`config.mk`:
```
export PLATFORM = sky130hd
export DESIGN_NAME = heat_pump_cooling_sequencer_unit
export DESIGN_NICKNAME = d
export VERILOG_FILES = /design/src/sv/hpcs_pkg.sv /design/src/sv/hpcs_csr.sv /design/src/sv/hpcs_core.sv /design/src/sv/heat_pump_cooling_sequencer_unit.sv
export SDC_FILE = /design/constraint.sdc
export NUM_CORES = 1
export LEC_CHECK = 0
export ABC_CLOCK_PERIOD_IN_PS = 12500
export BUFFER_PORTS_ARGS = -buffer_cell sky130_fd_sc_hd__buf_2
export CAP_MARGIN = 30
export CORE_MARGIN = 3
export CORE_UTILIZATION = 29
export CTS_CLUSTER_DIAMETER = 200
export DETAILED_ROUTE_END_ITERATION = 12
export PLACE_DENSITY = 0.47
export REMOVE_ABC_BUFFERS = 1
export SETUP_SLACK_MARGIN = 0.05
export SLEW_MARGIN = 0
export SYNTH_ARGS = -nofsm -noshare
export SYNTH_HDL_FRONTEND = slang
export SYNTH_SLANG_ARGS = --single-unit
export TNS_END_PERCENT = 10
```
`constraint.sdc`:
```
create_clock -name clock -period 12.5 [get_ports clock]
set_clock_uncertainty 0.1 [all_clocks]
set_input_delay 3.125 -clock clock [delete_from_list [all_inputs] [get_ports clock]]
set_output_delay 3.125 -clock clock [all_outputs]
set_load 0.01 [all_outputs]
```
`src/sv/hpcs_pkg.sv`:
```
package hpcs_pkg;

   // Configuration register indexes.
   localparam int unsigned CSR_INDEX_W = 4;
   localparam logic [CSR_INDEX_W-1:0] CSR_EXT_SLOW    = 4'd0;
   localparam logic [CSR_INDEX_W-1:0] CSR_EXT_FAST    = 4'd1;
   localparam logic [CSR_INDEX_W-1:0] CSR_INT_FAST    = 4'd2;
   localparam logic [CSR_INDEX_W-1:0] CSR_DEFROST_THR = 4'd3;
   localparam logic [CSR_INDEX_W-1:0] CSR_VALVE_DLY   = 4'd4;
   localparam logic [CSR_INDEX_W-1:0] CSR_COMP_DLY    = 4'd5;
   localparam logic [CSR_INDEX_W-1:0] CSR_DEFROST_TM  = 4'd6;
   localparam logic [CSR_INDEX_W-1:0] CSR_DRIP_TM     = 4'd7;

   // Configuration reset values.
   localparam logic signed [11:0] EXT_SLOW_RESET    = 12'sd160;
   localparam logic signed [11:0] EXT_FAST_RESET    = 12'sd200;
   localparam logic signed [11:0] INT_FAST_RESET    = 12'sd240;
   localparam logic signed [11:0] DEFROST_THR_RESET = -12'sd50;
   localparam logic [15:0]        VALVE_DLY_RESET   = 16'd60;
   localparam logic [15:0]        COMP_DLY_RESET    = 16'd180;
   localparam logic [15:0]        DEFROST_TM_RESET  = 16'd300;
   localparam logic [15:0]        DRIP_TM_RESET     = 16'd120;

   // One input item.
   typedef struct packed {
      logic signed [11:0] outdoor_unit_temp;
      logic signed [11:0] indoor_unit_temp;
      logic signed [11:0] evaporator_temp;
      logic [31:0]        now_seconds;
   } req_type;

   // One result item.
   typedef struct packed {
      logic compressor_pin;
      logic outdoor_fan_pin;
      logic outdoor_fast_pin;
      logic indoor_fan_pin;
      logic indoor_fast_pin;
      logic valve_pin;
      logic defrost_active;
      logic drip_active;
   } rsp_type;

   // Configuration registers as seen by the sequencing logic.
   typedef struct packed {
      logic signed [11:0] ext_slow_threshold;
      logic signed [11:0] ext_fast_threshold;
      logic signed [11:0] int_fast_threshold;
      logic signed [11:0] defrost_threshold;
      logic [15:0]        valve_delay;
      logic [15:0]        compressor_delay;
      logic [15:0]        defrost_time;
      logic [15:0]        drip_time;
   } cfg_type;

   // True when at least delay seconds have passed since start, modulo 2^32.
   function automatic logic elapsed(input logic [31:0] now,
                                    input logic [31:0] start,
                                    input logic [15:0] delay);
      logic [31:0] diff;
      diff = now - start;
      return diff >= {16'd0, delay};
   endfunction

endpackage

```
`src/sv/hpcs_csr.sv`:
```
module hpcs_csr (
   input  logic                             clock,
   input  logic                             reset,
   input  logic                             csr_valid,
   output logic                             csr_ready,
   input  logic [hpcs_pkg::CSR_INDEX_W-1:0] csr_index,
   input  logic [15:0]                      csr_wdata,
   output hpcs_pkg::cfg_type                cfg
);

   hpcs_pkg::cfg_type cfg_ff;
   hpcs_pkg::cfg_type cfg_in;

   // Writes are always taken; an index beyond the register list is dropped.
   assign csr_ready = 1'b1;

   // Register write decode.
   always_comb begin
      cfg_in = cfg_ff;
      if (csr_valid) begin
         case (csr_index)
            hpcs_pkg::CSR_EXT_SLOW:    cfg_in.ext_slow_threshold = csr_wdata[11:0];
            hpcs_pkg::CSR_EXT_FAST:    cfg_in.ext_fast_threshold = csr_wdata[11:0];
            hpcs_pkg::CSR_INT_FAST:    cfg_in.int_fast_threshold = csr_wdata[11:0];
            hpcs_pkg::CSR_DEFROST_THR: cfg_in.defrost_threshold  = csr_wdata[11:0];
            hpcs_pkg::CSR_VALVE_DLY:   cfg_in.valve_delay        = csr_wdata;
            hpcs_pkg::CSR_COMP_DLY:    cfg_in.compressor_delay   = csr_wdata;
            hpcs_pkg::CSR_DEFROST_TM:  cfg_in.defrost_time       = csr_wdata;
            hpcs_pkg::CSR_DRIP_TM:     cfg_in.drip_time          = csr_wdata;
            default:                   cfg_in = cfg_ff;
         endcase
      end
   end

   always_ff @(posedge clock) begin
      if (reset) begin
         cfg_ff.ext_slow_threshold <= hpcs_pkg::EXT_SLOW_RESET;
         cfg_ff.ext_fast_threshold <= hpcs_pkg::EXT_FAST_RESET;
         cfg_ff.int_fast_threshold <= hpcs_pkg::INT_FAST_RESET;
         cfg_ff.defrost_threshold  <= hpcs_pkg::DEFROST_THR_RESET;
         cfg_ff.valve_delay        <= hpcs_pkg::VALVE_DLY_RESET;
         cfg_ff.compressor_delay   <= hpcs_pkg::COMP_DLY_RESET;
         cfg_ff.defrost_time       <= hpcs_pkg::DEFROST_TM_RESET;
         cfg_ff.drip_time          <= hpcs_pkg::DRIP_TM_RESET;
      end else begin
         cfg_ff <= cfg_in;
      end
   end

   assign cfg = cfg_ff;

endmodule

```
`src/sv/hpcs_core.sv`:
```
module hpcs_core (
   input  logic              clock,
   input  logic              reset,
   input  hpcs_pkg::cfg_type cfg,
   input  hpcs_pkg::req_type item,
   input  logic              fire,
   output hpcs_pkg::rsp_type result
);

   typedef struct packed {
      logic valve;
      logic ifast;
      logic ifan;
      logic ofast;
      logic ofan;
      logic comp;
   } pin_type;

   typedef struct packed {
      pin_type     pins;
      logic        outdoor_fan_running;
      logic        indoor_fan_running;
      logic        valve_engaged;
      logic        compressor_running;
      logic        in_defrost;
      logic        in_drip;
      logic [31:0] valve_timer_start;
      logic [31:0] compressor_timer_start;
      logic [31:0] phase_start;
   } state_type;

   state_type state_ff;
   state_type state_in;

   // Next state for one item, in the order outdoor fan, indoor fan, valve,
   // then compressor and defrost.
   always_comb begin
      state_in = state_ff;

      // Outdoor fan with hysteresis on the high speed relay.
      if (state_ff.in_defrost) begin
         if (state_ff.outdoor_fan_running) begin
            state_in.pins.ofan = 1'b0;
            state_in.pins.ofast = 1'b0;
            state_in.outdoor_fan_running = 1'b0;
         end
      end else begin
         if (!state_ff.outdoor_fan_running) begin
            state_in.pins.ofan = 1'b1;
            state_in.outdoor_fan_running = 1'b1;
            state_in.valve_timer_start = item.now_seconds;
         end
         if (item.outdoor_unit_temp >= cfg.ext_fast_threshold) begin
            state_in.pins.ofast = 1'b1;
         end else if (item.outdoor_unit_temp <= cfg.ext_slow_threshold) begin
            state_in.pins.ofast = 1'b0;
         end
      end

      // Indoor fan with a single speed threshold.
      if (state_ff.in_defrost) begin
         if (state_ff.indoor_fan_running) begin
            state_in.pins.ifan = 1'b0;
            state_in.pins.ifast = 1'b0;
            state_in.indoor_fan_running = 1'b0;
         end
      end else begin
         if (!state_ff.indoor_fan_running) begin
            state_in.pins.ifan = 1'b1;
            state_in.indoor_fan_running = 1'b1;
         end
         state_in.pins.ifast = (item.indoor_unit_temp >= cfg.int_fast_threshold);
      end

      // Four-way valve, timed from the outdoor fan start.
      if (!state_ff.valve_engaged &&
          hpcs_pkg::elapsed(item.now_seconds, state_in.valve_timer_start,
                            cfg.valve_delay)) begin
         state_in.pins.valve = 1'b1;
         state_in.valve_engaged = 1'b1;
         state_in.compressor_timer_start = item.now_seconds;
      end

      // Compressor start, defrost trigger, and the defrost and drip phases.
      if (state_ff.in_defrost) begin
         if (hpcs_pkg::elapsed(item.now_seconds, state_ff.phase_start,
                               cfg.defrost_time)) begin
            state_in.in_defrost = 1'b0;
            state_in.in_drip = 1'b1;
            state_in.phase_start = item.now_seconds;
         end
      end else if (state_ff.in_drip) begin
         if (hpcs_pkg::elapsed(item.now_seconds, state_ff.phase_start,
                               cfg.drip_time)) begin
            state_in.pins = '0;
            state_in.outdoor_fan_running = 1'b0;
            state_in.indoor_fan_running = 1'b0;
            state_in.compressor_running = 1'b0;
            state_in.in_defrost = 1'b0;
            state_in.in_drip = 1'b0;
            state_in.valve_engaged = 1'b0;
         end
      end else if (item.evaporator_temp <= cfg.defrost_threshold) begin
         state_in.pins = '0;
         state_in.compressor_running = 1'b0;
         state_in.in_defrost = 1'b1;
         state_in.phase_start = item.now_seconds;
      end else if (state_in.valve_engaged && !state_ff.compressor_running &&
                   hpcs_pkg::elapsed(item.now_seconds,
                                     state_in.compressor_timer_start,
                                     cfg.compressor_delay)) begin
         state_in.pins.comp = 1'b1;
         state_in.compressor_running = 1'b1;
      end
   end

   // The state advances only when an item passes to the result register.
   always_ff @(posedge clock) begin
      if (reset) begin
         state_ff <= '0;
      end else if (fire) begin
         state_ff <= state_in;
      end
   end

   // Result fields are taken after the update.
   always_comb begin
      result.compressor_pin   = state_in.pins.comp;
      result.outdoor_fan_pin  = state_in.pins.ofan;
      result.outdoor_fast_pin = state_in.pins.ofast;
      result.indoor_fan_pin   = state_in.pins.ifan;
      result.indoor_fast_pin  = state_in.pins.ifast;
      result.valve_pin        = state_in.pins.valve;
      result.defrost_active   = state_in.in_defrost;
      result.drip_active      = state_in.in_drip;
   end

endmodule

```
`src/sv/heat_pump_cooling_sequencer_unit.sv`:
```
// Flow: an accepted item is held in the input register, passes through the
// combinational sequencer core and is captured in the result register.
// Throughput: one item per cycle while rsp_stall is low; the input and result
// registers both advance in the same cycle; the sequencer state updates once per item.
// Reset: synchronous, active high; clears all relay and phase state and loads
// the configuration registers with their default values.
module heat_pump_cooling_sequencer_unit (
   input  logic                             clock,
   input  logic                             reset,
   input  logic                             req_valid,
   output logic                             req_stall,
   input  hpcs_pkg::req_type                req_data,
   output logic                             rsp_valid,
   input  logic                             rsp_stall,
   output hpcs_pkg::rsp_type                rsp_data,
   input  logic                             csr_valid,
   output logic                             csr_ready,
   input  logic [hpcs_pkg::CSR_INDEX_W-1:0] csr_index,
   input  logic [15:0]                      csr_wdata
);

   hpcs_pkg::cfg_type cfg;
   hpcs_pkg::req_type req_data_ff;
   hpcs_pkg::rsp_type rsp_data_ff;
   hpcs_pkg::rsp_type result;
   logic              req_valid_ff;
   logic              req_valid_in;
   logic              rsp_valid_ff;
   logic              rsp_valid_in;
   logic              out_free;
   logic              fire;
   logic              accept;

   // Pipeline control: the input register drains whenever the result
   // register is empty or being taken.
   assign out_free     = !rsp_valid_ff || !rsp_stall;
   assign fire         = req_valid_ff && out_free;
   assign req_stall    = req_valid_ff && !out_free;
   assign accept       = req_valid && !req_stall;
   assign req_valid_in = accept || (req_valid_ff && !fire);
   assign rsp_valid_in = fire || (rsp_valid_ff && rsp_stall);

   always_ff @(posedge clock) begin
      if (reset) begin
         req_valid_ff <= 1'b0;
         rsp_valid_ff <= 1'b0;
      end else begin
         req_valid_ff <= req_valid_in;
         rsp_valid_ff <= rsp_valid_in;
      end
   end

   // Payload registers.
   always_ff @(posedge clock) begin
      if (accept) begin
         req_data_ff <= req_data;
      end
      if (fire) begin
         rsp_data_ff <= result;
      end
   end

   hpcs_csr u_csr (
      .clock     (clock),
      .reset     (reset),
      .csr_valid (csr_valid),
      .csr_ready (csr_ready),
      .csr_index (csr_index),
      .csr_wdata (csr_wdata),
      .cfg       (cfg)
   );

   hpcs_core u_core (
      .clock  (clock),
      .reset  (reset),
      .cfg    (cfg),
      .item   (req_data_ff),
      .fire   (fire),
      .result (result)
   );

   assign rsp_valid = rsp_valid_ff;
   assign rsp_data  = rsp_data_ff;

endmodule

```
Yosys cells after proc, flatten, opt, wreduce, memory -nomap -nowiden
Index checks and enable logic that the tools add are counted.
Storage, ports and cells
  register bits: 298
  input port bits: 93
  output and inout port bits: 11
Operators by class
  add/subtract/negate cells: 3
  magnitude comparators: 8
  equal/unequal tests: 10
  multiplexer cells: 32
  bitwise operators: 1
  reductions and logical operators: 31
Operators by type and width (number)
  32-bit 2-to-1 mux: 7
  32-bit by 16-bit greater-or-equal comparator with 1-bit output: 4
  32-bit subtractor: 3
  12-bit greater-or-equal comparator: 2
  12-bit <= comparator: 2
  4-bit by 3-bit equality test with 1-bit output (second input constant): 4
  2-bit AND reduction: 8
  2-bit 2-to-1 mux: 7
  1-bit 2-to-1 mux: 13
  12-bit 2-to-1 mux: 1
  10-bit 2-to-1 mux: 1
  4-bit by 2-bit equality test with 1-bit output (second input constant): 2
  1-bit logical AND: 8
  4-bit AND reduction: 2
  1-bit logical NOT: 7
  6-bit 2-to-1 mux: 1
  5-bit 2-to-1 mux: 1
  4-bit by 1-bit equality test with 1-bit output (second input constant): 1
  4-bit logical NOT: 1
  2-bit inequality test (second input constant): 2
  1-bit logical OR: 3
  3-bit 2-to-1 mux: 1
  3-bit nonzero test: 1
  2-bit by 1-bit inequality test with 1-bit output (second input constant): 1
  other kinds (2): 2

Longest topological paths before layout
  depth after elaboration: 13
  depth in mapped cells: 49
  depth with buffers taken out: 48

Modules after synthesis
A second synthesis with hierarchy kept.
Second synthesis, totals
  cell total of the unflattened synthesis: 2301
  area total of the unflattened synthesis: 20154.3 µm²
Modules (own cells, without submodules)
  hpcs_core: times used 1, cells an instance 1808, area each 13385.3 µm², seq. area each 2142.1 µm²
  hpcs_csr: times used 1, cells an instance 407, area each 4400.5 µm², seq. area each 2242.2 µm²
  heat_pump_cooling_sequencer_unit: times used 1, cells an instance 86, area each 2368.5 µm², seq. area each 2322.2 µm²

Worst setup path before layout
Ideal clock, no wire load.
  path type: register to register
  from: register u_core.state_ff[100] (netlist name)
  to: register rsp_data_ff (netlist bit rsp_data[7]), data pin
  data arrival time: 9352 ps
  required time: 12143 ps
  setup slack: 2791 ps
  stages on the path, launching flop included: 48
  path buffers: 2
  cell sequence: dfxtp_1 > nor2_1 > buf_1 > mux2i_1 > ha_1 > a21oi_1 > nand2_1 > nor2_1 > o21ai_0 > a21boi_0 > o21ai_0 > xor2_1 > ha_1 > nand4_1 > o21bai_1 > o21ba_2 > a2111oi_0 > nand4_1 > [... 12 more ...] > o21bai_1 > o21ba_2 > o21ai_0 > a221oi_1 > o21a_1 > o21ai_0 > o311ai_0 > ha_1 > a21o_1 > a21oi_1 > o22ai_1 > nor4_1 > o221ai_1 > a31oi_1 > o311a_1 > and4_1 > a41o_1 > o21ai_1
RTL lines
  end signal, assigned: line heat_pump_cooling_sequencer_unit.sv:59  | rsp_data_ff <= result;
  end, declared: line heat_pump_cooling_sequencer_unit.sv:24  | hpcs_pkg::rsp_type rsp_data_ff;

==> reports/qor.txt <==
Status: completed
Slew headroom: 36.2%
Die width: 266 um
Met3 usage: 2.53%
Layer carrying the most global-route usage: met2
CP Max Fanout: 18
CP peak stage delay: 0.57 ns
Reg2Reg Setup Slack: 1.07 ns
Layout cells sized above 1: 8.93%
Cell variety after synth: 83
WL/cell: 18.9 um
1st-iter DRT viols: 1,100
CP Capture Type: flop
CTS resizes: 0
N_diodes: 0
Most numerous cell in the Yosys netlist: nor2_1
Global-route wire length before repair: 95.4 mm
CP Class: flop to flop
LEAKAGE: 9.33 nW
CTS sink count: 297
Met1 Usage GRT: 23.6%
Number of flops mapped to enable cells by yosys: 76
Synth cell count leaders: nor2_1, nand2_1, dfxtp_1
Final net count: 2,655
First-pass DRT Iterations: 5
Area growth syn-to-layout: 13.4%
Largest net degree at the start of global routing: 83
Crit path time final: 11.43 ns
GRT Util Overall: 17.2%
Crit-path slowest cell: nor3_4
Total gr overflow: 0
CP Launch Type: flop
Dpl hpwl: 46.1 mm
Final slew viol count: 0
Yosys top cell area share: 22.6%
Root Driver: clkbuf_16
CTS max path bufs: 3
Fin. Hold Viols: 0
WP data required: 12.72 ns
CTS Hold Buffers Added: 0
Met2 usage: 28.4%
Post-CTS Setup Bufs: 0
Clk_lat worst skew: 0.59 ns
Clock transition at path regs: 0.05 ns
Die area: 0.0705 sq mm
Design Area, Final: 0.0222 sq mm
IO Port Bufs: 102
Total CTS buffers: 38
H-tree depth: 2
Fin crit share: 91.5%
GPL Wtd Cong: 0.880
Initial Util: 29.5%
Vias in the first global route: 16,300
Top FF cell, synth: dfxtp_1
Drt drc: 0
Worst min path class: flop to flop
Ys async rst share: 0%
Vias: 16,500
Pwr/cell area: 133 mW/mm^2
Die height: 266 um
CTS tree: built
Vias per cell: 5.07
Setup total negative slack: 0 ns
Max VDD drop: 99.3 uV
Crit path DAT: 11.65 ns
Minimum hold slack: 0.354 ns
Max Freq: 0.0875 GHz
Area leader, netlist: dfxtp_1
Slew @ Worst Pin: 0.946 ns
Number of max-cap violations: 0
Post-DP Area: 0.0209 sq mm
Min-Delay Path Depth: 2
Syn Inst Count: 2,306
Reg2reg path depth: 45
Avg Inst Size Synth: 8.47 sq um
Antenna violations before repair: 1
Final setup vio count: 0
Ranking of synthesized cells by area: dfxtp_1, ha_1, edfxtp_1
Post-Synthesis Cell Area: 0.0195 sq mm
# rows: 94
RSZ-0062 raised after global routing: no
Register area share after synthesis: 34.3%
Synth Register Bits: 297
Core ar.: 0.0662 sq mm
Power, Total: 2.96 mW
Final ANT Viol Nets: 0
WL final: 61.4 mm
Synth Warn #: 0
Io pins: 104
==> report_power, final <==
group          leakage [nW]  switching (mW)  internal (mW)  total (mW)
clock network         0.615           0.466          0.666        1.13
logic                  6.17           0.461          0.296       0.757
registers              2.54          0.0382           1.03        1.07
total                  9.33           0.965           1.99        2.96
==> path summary, 6_finish.rpt <==
check,start,end
hold / removal,u_csr.cfg[43],u_csr.cfg[43]
hold reg to reg,u_csr.cfg[43],u_csr.cfg[43]
setup reg to reg,u_core.state_ff[97],rsp_data[7]
setup / recovery,u_core.state_ff[97],rsp_data[7]
==> cell families after synthesis <==
family | after synthesis | share of synthesized area [%]
other | 1 | 0.0192
AOI/OAI and AO/OA | 607 | 20.7
adders and majority gates | 207 | 13.4
xor gates and xnor gates | 50 | 2.24
and+or+nand+nor | 720 | 17.0
muxes | 126 | 6.51
DFF | 297 | 34.3
buffers and inverters | 298 | 5.86
==> registers in the layout, summed over array words and instances (netlist names) <==
name	count
u_csr.cfg	112
u_core.state_ff	107
req_data_ff	68
rsp_data	8
req_valid_ff	1
rsp_valid	1
==> cells in the final DEF (no fill, tap or decap), drive strengths merged, types with 19 or more instances in the layout <==
master / synthesis / final
o21a: 33 / 33
nor2: 245 / 245
nor3: 31 / 31
buf: 21 / 119
ha: 204 / 204
xor2: 23 / 23
a21o: 77 / 77
nand3: 29 / 29
a211o: 36 / 36
edfxtp: 76 / 76
a21oi: 181 / 181
mux2i: 121 / 121
inv: 187 / 189
a211oi: 73 / 73
nor2b: 29 / 29
clkbuf: 90 / 52
nand2b: 29 / 29
a31oi: 19 / 19
nand4: 33 / 33
dfxtp: 221 / 221
o21ai: 85 / 85
xnor2: 27 / 27
nand2: 235 / 235
==> cell type report <==
class,instances,area [sq um]
well taps,864,1080
fillers,6918,44100
multi-input cells,1711,11700
flip-flops and latches,297,6710
inverters,187,704
repair buffers,120,659
clock buffers,51,1020
clock inverters,18,255
==> critical path, delay by kind of cell (launching register included) <==
family                     cells  cell delay [ns]
DFF                            1             0.46
adders and majority gates      5             1.54
muxes                          2             0.59
and+or+nand+nor               14             3.67
AOI/OAI and AO/OA             21             4.12
buffers and inverters          2             0.49
xor gates and xnor gates       1             0.20
==> per-stage QoR <==
stage          setup slack [ns]  std cells  util [%]
6_report                   1.07       3248      33.5
2_1_floorplan             0.315       2195         -
4_1_cts                    1.16       3247      33.5
3_5_place_dp               1.19       3178      31.5
5_1_grt                   0.259       3248      33.5
3_3_place_gp               1.42       3177      31.5
==> layer usage <==
metal | vias to the layer above | wire (um)
met5 | - | 0
met4 | 0 | 1440
met3 | 70 | 2370
met2 | 310 | 27800
met1 | 7754 | 29900
li1 | 8327 | -
No activity file was read; power rests on OpenSTA's default activity.
